--- src/crs_pkg.sv ---
// Shared types and constants for the colour region steering block.
// No dependencies; imported by every module of the block.
`default_nettype none

package crs_pkg;

	localparam int HIT_W      = 23;
	localparam int TOTAL_W    = 25;
	localparam int FW_W       = 13;
	localparam int COLOUR_W   = 24;
	localparam int SPEED_W    = 15;
	localparam int TURN_W     = 16;
	localparam int CFG_IDX_W  = 3;
	localparam int CFG_DATA_W = 24;
	localparam int OUT_DATA_W = 40;

	localparam int QUEUE_DEPTH = 4;
	localparam int QPTR_W      = 2;

	localparam logic [CFG_IDX_W-1:0] CFG_FRAME_WIDTH   = 3'd0;
	localparam logic [CFG_IDX_W-1:0] CFG_TARGET_COLOUR = 3'd1;
	localparam logic [CFG_IDX_W-1:0] CFG_LOW_LIMIT     = 3'd2;
	localparam logic [CFG_IDX_W-1:0] CFG_HIGH_LIMIT    = 3'd3;
	localparam logic [CFG_IDX_W-1:0] CFG_FORWARD_SPEED = 3'd4;
	localparam logic [CFG_IDX_W-1:0] CFG_TURN_RATE     = 3'd5;

	localparam int                    RST_FRAME_WIDTH   = 640;
	localparam logic [COLOUR_W-1:0]   RST_TARGET_COLOUR = 24'hFFFF00;
	localparam logic [HIT_W-1:0]      RST_LOW_LIMIT     = 23'd100;
	localparam logic [HIT_W-1:0]      RST_HIGH_LIMIT    = 23'd60000;
	localparam logic [SPEED_W-1:0]    RST_FORWARD_SPEED = 15'd2048;
	localparam logic [SPEED_W-1:0]    RST_TURN_RATE     = 15'd1229;

	typedef enum logic [1:0] {
		DIR_STOP  = 2'd0,
		DIR_LEFT  = 2'd1,
		DIR_AHEAD = 2'd2,
		DIR_RIGHT = 2'd3
	} dir_t;

	typedef enum logic [1:0] {
		REG_NONE   = 2'd0,
		REG_LEFT   = 2'd1,
		REG_MIDDLE = 2'd2,
		REG_RIGHT  = 2'd3
	} region_t;

	typedef struct packed {
		region_t region;
		logic    last;
	} pix_code_t;

	typedef struct packed {
		logic [HIT_W-1:0]   low_limit;
		logic [HIT_W-1:0]   high_limit;
		logic [SPEED_W-1:0] forward_speed;
		logic [SPEED_W-1:0] turn_rate;
	} back_cfg_t;

endpackage

`default_nettype wire

--- src/color_region_steering.sv ---
// Colour region steering: one RGB pixel per clock in while the queue has room, a
// speed/turn command out on each frame end whose command differs from the previous
// one. The front end classifies a pixel in the cycle it is accepted; a four-entry
// queue decouples it from the back end, which counts and decides. Sustained rate is
// one pixel per clock, set by the column counter and region compare; a command passes
// through the queue, the snapshot and decision registers and the output register.
// Only a frame-end pixel waits on a stalled output, and the queue keeps the input side
// flowing meanwhile. Configuration writes are always ready and take effect at once.
`default_nettype none

module color_region_steering #(
	parameter int MAX_WIDTH = 4096
) (
	input  wire logic                             clk,
	input  wire logic                             arst_n,
	input  wire logic                             s_tvalid,
	output logic                                  s_tready,
	input  wire logic [23:0]                      s_tdata,   // red, green, blue
	input  wire logic                             s_tlast,   // frame_end
	output logic                                  m_tvalid,
	input  wire logic                             m_tready,
	output logic [crs_pkg::OUT_DATA_W-1:0]        m_tdata,   // linear_speed, angular_rate,
	                                                         // direction, zero pad
	input  wire logic                             cfg_valid,
	output logic                                  cfg_ready,
	input  wire logic [crs_pkg::CFG_IDX_W-1:0]    cfg_index,
	input  wire logic [crs_pkg::CFG_DATA_W-1:0]   cfg_data
);
	import crs_pkg::*;

	localparam int CW = $clog2(MAX_WIDTH);
	localparam int EW = CW + 1;
	localparam int XW = (EW > FW_W) ? EW : FW_W;
	localparam int K  = EW + 1;
	localparam logic [K:0] RECIP = (K+1)'(((64'd1 << K) + 64'd2) / 64'd3);
	localparam int RST_W     = (RST_FRAME_WIDTH > MAX_WIDTH) ? MAX_WIDTH : RST_FRAME_WIDTH;
	localparam int RST_THIRD = RST_W / 3;

	logic [EW-1:0]       width_q, third_q, bound_q;
	logic [COLOUR_W-1:0] target_q;
	back_cfg_t           back_cfg_q;

	logic [XW-1:0]       fw_x, w_clamp;
	logic [EW-1:0]       w_new, third_new;
	logic [EW+K:0]       prod;
	logic                cfg_we;

	pix_code_t           push_data, pop_data;
	logic                push, pop, full, empty;

	assign cfg_ready = 1'b1;
	assign cfg_we    = cfg_valid && cfg_ready;

	// width clamp and divide by three via reciprocal
	always_comb begin
		fw_x = XW'(cfg_data[FW_W-1:0]);
		if (fw_x < XW'(3)) begin
			w_clamp = XW'(3);
		end else if (fw_x > XW'(MAX_WIDTH)) begin
			w_clamp = XW'(MAX_WIDTH);
		end else begin
			w_clamp = fw_x;
		end
	end

	assign w_new     = EW'(w_clamp);
	assign prod      = (EW+K+1)'(w_new) * (EW+K+1)'(RECIP);
	assign third_new = EW'(prod >> K);

	always_ff @(posedge clk or negedge arst_n) begin
		if (!arst_n) begin
			width_q                  <= EW'(RST_W);
			third_q                  <= EW'(RST_THIRD);
			bound_q                  <= EW'(RST_W - RST_THIRD);
			target_q                 <= RST_TARGET_COLOUR;
			back_cfg_q.low_limit     <= RST_LOW_LIMIT;
			back_cfg_q.high_limit    <= RST_HIGH_LIMIT;
			back_cfg_q.forward_speed <= RST_FORWARD_SPEED;
			back_cfg_q.turn_rate     <= RST_TURN_RATE;
		end else if (cfg_we) begin
			unique case (cfg_index)
				CFG_FRAME_WIDTH: begin
					width_q <= w_new;
					third_q <= third_new;
					bound_q <= w_new - third_new;
				end
				CFG_TARGET_COLOUR: target_q <= cfg_data[COLOUR_W-1:0];
				CFG_LOW_LIMIT:     back_cfg_q.low_limit <= cfg_data[HIT_W-1:0];
				CFG_HIGH_LIMIT:    back_cfg_q.high_limit <= cfg_data[HIT_W-1:0];
				CFG_FORWARD_SPEED: back_cfg_q.forward_speed <= cfg_data[SPEED_W-1:0];
				CFG_TURN_RATE:     back_cfg_q.turn_rate <= cfg_data[SPEED_W-1:0];
				default:           ;
			endcase
		end
	end

	crs_front #(
		.CW(CW),
		.EW(EW)
	) u_front (
		.clk      (clk),
		.arst_n   (arst_n),
		.s_tvalid (s_tvalid),
		.s_tready (s_tready),
		.s_tdata  (s_tdata),
		.s_tlast  (s_tlast),
		.width    (width_q),
		.third    (third_q),
		.bound    (bound_q),
		.target   (target_q),
		.q_push   (push),
		.q_data   (push_data),
		.q_full   (full)
	);

	crs_fifo u_fifo (
		.clk       (clk),
		.arst_n    (arst_n),
		.push      (push),
		.push_data (push_data),
		.full      (full),
		.pop       (pop),
		.pop_data  (pop_data),
		.empty     (empty)
	);

	crs_back u_back (
		.clk      (clk),
		.arst_n   (arst_n),
		.q_data   (pop_data),
		.q_empty  (empty),
		.q_pop    (pop),
		.cfg      (back_cfg_q),
		.m_tvalid (m_tvalid),
		.m_tready (m_tready),
		.m_tdata  (m_tdata)
	);

endmodule

`default_nettype wire

--- src/crs_front.sv ---
// Front end: accepts pixels, tracks the column and classifies each pixel by region.
// Depends on crs_pkg; feeds the classification queue.
`default_nettype none

module crs_front #(
	parameter int CW = 12,
	parameter int EW = 13
) (
	input  wire logic                          clk,
	input  wire logic                          arst_n,
	input  wire logic                          s_tvalid,
	output logic                               s_tready,
	input  wire logic [23:0]                   s_tdata,   // red, green, blue
	input  wire logic                          s_tlast,   // frame_end
	input  wire logic [EW-1:0]                 width,
	input  wire logic [EW-1:0]                 third,
	input  wire logic [EW-1:0]                 bound,
	input  wire logic [crs_pkg::COLOUR_W-1:0]  target,
	output logic                               q_push,
	output crs_pkg::pix_code_t                 q_data,
	input  wire logic                          q_full
);
	import crs_pkg::*;

	logic [CW-1:0]       column_q;
	logic [EW-1:0]       col_x;
	logic [EW-1:0]       col_inc;
	logic [COLOUR_W-1:0] pixel;
	logic                accept;

	assign s_tready = !q_full;
	assign accept   = s_tvalid && s_tready;
	assign q_push   = accept;

	assign pixel   = {s_tdata[7:0], s_tdata[15:8], s_tdata[23:16]};
	assign col_x   = EW'(column_q);
	assign col_inc = col_x + EW'(1);

	always_comb begin
		q_data.last = s_tlast;
		if (pixel != target) begin
			q_data.region = REG_NONE;
		end else if (col_x < third) begin
			q_data.region = REG_LEFT;
		end else if (col_x < bound) begin
			q_data.region = REG_MIDDLE;
		end else begin
			q_data.region = REG_RIGHT;
		end
	end

	always_ff @(posedge clk or negedge arst_n) begin
		if (!arst_n) begin
			column_q <= '0;
		end else if (accept) begin
			if (s_tlast || (col_inc >= width)) begin
				column_q <= '0;
			end else begin
				column_q <= col_inc[CW-1:0];
			end
		end
	end

endmodule

`default_nettype wire

--- src/crs_fifo.sv ---
// Short queue of classified pixels between the front and back ends.
// Depends on crs_pkg for the entry type and depth.
`default_nettype none

module crs_fifo (
	input  wire logic          clk,
	input  wire logic          arst_n,
	input  wire logic          push,
	input  wire crs_pkg::pix_code_t push_data,
	output logic               full,
	input  wire logic          pop,
	output crs_pkg::pix_code_t pop_data,
	output logic               empty
);
	import crs_pkg::*;

	pix_code_t         entry_q [QUEUE_DEPTH];
	logic [QPTR_W-1:0] wr_ptr_q;
	logic [QPTR_W-1:0] rd_ptr_q;
	logic [QPTR_W:0]   count_q;

	assign full     = (count_q == (QPTR_W+1)'(QUEUE_DEPTH));
	assign empty    = (count_q == '0);
	assign pop_data = entry_q[rd_ptr_q];

	always_ff @(posedge clk) begin
		if (push) begin
			entry_q[wr_ptr_q] <= push_data;
		end
	end

	always_ff @(posedge clk or negedge arst_n) begin
		if (!arst_n) begin
			wr_ptr_q <= '0;
			rd_ptr_q <= '0;
			count_q  <= '0;
		end else begin
			if (push) begin
				wr_ptr_q <= wr_ptr_q + QPTR_W'(1);
			end
			if (pop) begin
				rd_ptr_q <= rd_ptr_q + QPTR_W'(1);
			end
			if (push && !pop) begin
				count_q <= count_q + (QPTR_W+1)'(1);
			end else if (pop && !push) begin
				count_q <= count_q - (QPTR_W+1)'(1);
			end
		end
	end

endmodule

`default_nettype wire

--- src/crs_back.sv ---
// Back end: region counters, frame decision pipeline and output register.
// Depends on crs_pkg; drains the classification queue.
`default_nettype none

module crs_back (
	input  wire logic                            clk,
	input  wire logic                            arst_n,
	input  wire crs_pkg::pix_code_t              q_data,
	input  wire logic                            q_empty,
	output logic                                 q_pop,
	input  wire crs_pkg::back_cfg_t              cfg,
	output logic                                 m_tvalid,
	input  wire logic                            m_tready,
	output logic [crs_pkg::OUT_DATA_W-1:0]       m_tdata   // linear_speed, angular_rate, direction
);
	import crs_pkg::*;

	logic [HIT_W-1:0]   left_q, middle_q, right_q;
	logic [HIT_W-1:0]   left_n, middle_n, right_n;
	logic [HIT_W-1:0]   left_s1, middle_s1, right_s1;
	logic               valid_s1;
	logic               valid_s2, stop_s2, left_win_s2, mid_win_s2;
	logic [TOTAL_W-1:0] total;
	logic               en;

	logic               out_valid_q;
	logic [SPEED_W-1:0] speed_q, prev_speed_q, speed_d;
	logic [TURN_W-1:0]  turn_q, prev_turn_q, turn_d;
	dir_t               dir_q, dir_d;
	logic               differs;

	assign en    = !out_valid_q || m_tready;
	assign q_pop = !q_empty && (en || !q_data.last);

	always_comb begin
		left_n   = left_q;
		middle_n = middle_q;
		right_n  = right_q;
		case (q_data.region)
			REG_LEFT:   if (left_q != '1) left_n = left_q + HIT_W'(1);
			REG_MIDDLE: if (middle_q != '1) middle_n = middle_q + HIT_W'(1);
			REG_RIGHT:  if (right_q != '1) right_n = right_q + HIT_W'(1);
			default:    ;
		endcase
	end

	always_ff @(posedge clk or negedge arst_n) begin
		if (!arst_n) begin
			left_q   <= '0;
			middle_q <= '0;
			right_q  <= '0;
		end else if (q_pop) begin
			if (q_data.last) begin
				left_q   <= '0;
				middle_q <= '0;
				right_q  <= '0;
			end else begin
				left_q   <= left_n;
				middle_q <= middle_n;
				right_q  <= right_n;
			end
		end
	end

	// frame snapshot; a frame-end pop only happens with en high
	always_ff @(posedge clk) begin
		if (q_pop && q_data.last) begin
			left_s1   <= left_n;
			middle_s1 <= middle_n;
			right_s1  <= right_n;
		end
	end

	assign total = TOTAL_W'(left_s1) + TOTAL_W'(middle_s1) + TOTAL_W'(right_s1);

	always_ff @(posedge clk) begin
		if (en) begin
			stop_s2     <= (total > TOTAL_W'(cfg.high_limit)) ||
			               (total < TOTAL_W'(cfg.low_limit));
			left_win_s2 <= (left_s1 >= middle_s1) && (left_s1 >= right_s1);
			mid_win_s2  <= (middle_s1 > left_s1) && (middle_s1 >= right_s1);
		end
	end

	always_ff @(posedge clk or negedge arst_n) begin
		if (!arst_n) begin
			valid_s1 <= 1'b0;
			valid_s2 <= 1'b0;
		end else if (en) begin
			valid_s1 <= q_pop && q_data.last;
			valid_s2 <= valid_s1;
		end
	end

	always_comb begin
		if (stop_s2) begin
			dir_d   = DIR_STOP;
			speed_d = '0;
			turn_d  = '0;
		end else if (left_win_s2) begin
			dir_d   = DIR_LEFT;
			speed_d = cfg.forward_speed;
			turn_d  = {1'b0, cfg.turn_rate};
		end else if (mid_win_s2) begin
			dir_d   = DIR_AHEAD;
			speed_d = cfg.forward_speed;
			turn_d  = '0;
		end else begin
			dir_d   = DIR_RIGHT;
			speed_d = cfg.forward_speed;
			turn_d  = TURN_W'(0) - {1'b0, cfg.turn_rate};
		end
	end

	assign differs = (speed_d != prev_speed_q) || (turn_d != prev_turn_q);

	always_ff @(posedge clk or negedge arst_n) begin
		if (!arst_n) begin
			out_valid_q  <= 1'b0;
			prev_speed_q <= '0;
			prev_turn_q  <= '0;
		end else if (en) begin
			out_valid_q <= valid_s2 && differs;
			if (valid_s2 && differs) begin
				prev_speed_q <= speed_d;
				prev_turn_q  <= turn_d;
			end
		end
	end

	always_ff @(posedge clk) begin
		if (en && valid_s2 && differs) begin
			speed_q <= speed_d;
			turn_q  <= turn_d;
			dir_q   <= dir_d;
		end
	end

	assign m_tvalid = out_valid_q;
	assign m_tdata  = {7'd0, dir_q, turn_q, speed_q};

endmodule

`default_nettype wire

--- config.mk ---
export PLATFORM = sky130hd
export DESIGN_NAME = color_region_steering
export DESIGN_NICKNAME = d
export VERILOG_FILES = /design/src/crs_pkg.sv /design/src/color_region_steering.sv /design/src/crs_front.sv /design/src/crs_fifo.sv /design/src/crs_back.sv
export SDC_FILE = /design/constraint.sdc
export NUM_CORES = 1
export LEC_CHECK = 0
export ABC_AREA = 1
export BUFFER_PORTS_ARGS = -buffer_cell sky130_fd_sc_hd__buf_2
export CAP_MARGIN = 10
export CORE_MARGIN = 4
export CORE_UTILIZATION = 50
export DETAILED_ROUTE_END_ITERATION = 7
export PLACE_DENSITY = 0.69
export SKIP_CTS_REPAIR_TIMING = 1
export SLEW_MARGIN = 0
export SYNTH_ARGS = -nofsm -noshare
export SYNTH_HDL_FRONTEND = slang
export SYNTH_SLANG_ARGS = --single-unit
--- constraint.sdc ---
create_clock -name clk -period 4.5 [get_ports clk]
set_input_delay 0 -clock clk [delete_from_list [all_inputs] [get_ports clk]]
set_output_delay 0 -clock clk [all_outputs]
set_load 0.01 [all_outputs]
==> impl_metrics.ini <==
[global_routing]
grt_pass1_vias = 22510
grt_pass1_wl_mm = 115.3
antenna_found_initial = 2
grt_start_max_net_pins = 114
grt-ovfl-total = 0
grt_util_all_layers_pct = 24.96

[synthesis]
synth.top_cell.area_share_pct = 20.28
synthDistinctLibCells = 61
syn_area_per_cell_um2 = 8.433
yosysSeqAreaShare_pct = 38.17
synthCells = 3131
yosys_warnings = 0
synth_edf_count = 117
synth-seq-cells = 377
synth.area.top_cells = dfrtp_1, ha_1, edfxtp_1, nand2_1, inv_1
synth_most_common_cell = nand2_1
yosys.area.top_type = dfrtp_1
synth_flop_cell = dfrtp_1
ys_top_cells_by_count = nand2_1, inv_1, ha_1, o21ai_0, dfrtp_1
netlist_area_um2 = 26400
async_flop_share_pct = 68.97

[drt]
wl_met1_mm = 31.68
post-route-drc-count = 0
post_drt_wl_per_cell_um = 16.94
wl_mm = 72.47
dr.first_iter.drc_count = 1497
wl_met2_mm = 35.40
drtPass1Iterations = 5
viasPerCell = 5.301
postRouteAntennaNets = 0
top_layer_used = met4
vias = 22670
wl_met3_mm = 3.390

[floorplan]
coreArea_um2 = 51820
die_x_um = 237.8
initial_core_util_pct = 50.95
fp.dieH_um = 237.8
dieArea_um2 = 56550
ios = 100
core.rowCount = 83

[worst_setup_path]
critical_path.max_fanout = 7
crit_arrival_ns = 5.98
crit_path_end_kind = register
cp-start-kind = input port
crit_required_ns = 4.96
timing.rr.start = u_back.left_s1[8]
rr_worst_depth = 31
worstSetupPathDepth = 40
critPathBufInv = 8
slowest_stage = fa_1
cp_top_family = adder cells
crit_path_start = cfg_data[6]
path_class = input port to register
slowest_delay_ns = 0.55

[flow_run]
cap_violations = 0

[timing]
hold_ws_ns = -0.02234
hold_viol = 1
timing.clock.skew_ns = 0.04336
slew_viol_final = 0
setup-violations-final = 17
worstMarginPinSlew_ns = 1.140
setup_slack_ns = -1.020
fin_setup_tns_ns = -10.97
rsz0062_at_grt = true
fmax_mhz = 181.2
fin_crit_ns = 5.520
slew-limit-headroom_pct = 23.86
period_share_pct = 122.7

[min_path]
hold_path_depth = 4
worstHoldStart = cfg_data[12]
holdCritPathClass = input port to register

[cts]
htree_levels = 2
clock_latency_ns = 0.60
clkTransAtPathRegs_ns = 0.06
root_buffer = clkbuf_16
cts_made_buffers = 42
ctsLongestPathBuffers = 3
clock-sinks = 377
cts_tree = done

[cells_and_area]
drive_gt1_share_pct = 21.80
final_nets = 3967
syn_to_final_growth_pct = 24.05
fillers = 4300

[placement]
hpwlAfterDp_mm = 55.77
globalplace.congestion = 0.9443
io_buffer_count = 91

[run_status]
failed_checks = hold timing, setup timing
status = complete, but fails checks
## cells in the final DEF, fill, tap and decap left out, drive strengths merged, types with 49 or more instances in the layout
cell type / instances
o21ai: 228
edfxtp: 117
nor2: 184
inv: 568
dfrtp: 214
buf: 428
nand3: 164
o22ai: 61
clkbuf: 59
nand2: 592
nor3: 56
xor2: 134
nand4: 49
ha: 298
fa: 49
a21oi: 146
## layer usage
metal / vias up / GRT usage [%]
met5: - / 0
met4: 0 / 7.148
met3: 119 / 3.446
met2: 515 / 42.50
met1: 10910 / 33.47
li1: 11120 / -
## final cells by class
| cell class | instances | area (um2) | share of cell area [%] |
|---|---|---|---|
| multi-input cells | 2118 | 14940 | 45.62 |
| flip-flops and latches | 377 | 10080 | 30.77 |
| repair buffers | 450 | 3322 | 10.14 |
| inverters | 574 | 2168 | 6.621 |
| clock buffers | 59 | 1196 | 3.652 |
| well taps | 680 | 850.8 | 2.598 |
| clock inverters | 18 | 193.9 | 0.5921 |
| diodes | 1 | 2.502 | 0.007641 |
## registers in the layout, indices dropped and copies added (netlist names), 23 cells and up
register	count
u_back.middle_q	23
u_back.right_s1	23
target_q	24
back_cfg_q	76
u_back.left_q	23
u_back.middle_s1	23
u_back.left_s1	23
u_back.right_q	23
## worst paths after layout
| kind | to | slack [ns] |
|---|---|---|
| max | bound_q[12] | -1.02 |
| min in group asynchronous | u_fifo.count_q[2] | 0.03 |
| min | width_q[12] | -0.02 |
| max in group asynchronous | u_back.middle_q[12] | 3.30 |
| max reg2reg | u_back.stop_s2 | -0.37 |
| min reg2reg | back_cfg_q[31] | 0.48 |
## cells by family after synthesis
family / after synthesis / synth area share (%)
DFF: 377 / 38.17
other: 2 / 0.02844
muxes: 2 / 0.08529
AOI/OAI and AO/OA: 505 / 10.76
adders and majority gates: 347 / 17.84
xor gates and xnor gates: 173 / 5.739
buffers and inverters: 642 / 9.426
and+or+nand+nor: 1083 / 17.96
## metrics by stage
step           area (um2)  setup slack, ns  utilization (%)  std cells  hold slack (ns)
2_1_floorplan       26680           -1.110                -       3137          -0.2956
3_3_place_gp        29970           -1.635            57.83       4141          0.09079
3_5_place_dp        29970           -1.769            57.83       4141          0.09775
4_1_cts             31360           -1.201            60.51       4218          -0.5284
5_1_grt             32750           -1.314            63.20       4277          0.01466
6_report            32750           -1.020            63.20       4277         -0.02234
## worst min-delay path: stages
cell	delay, ns
buf_2	0.11
buf_4	0.19
nor2_1	0.10
a21oi_1	0.12
Power is left out: the tool's default activity adds up to more than one toggle a clock period on the data nets, which glitch-free logic cannot reach.
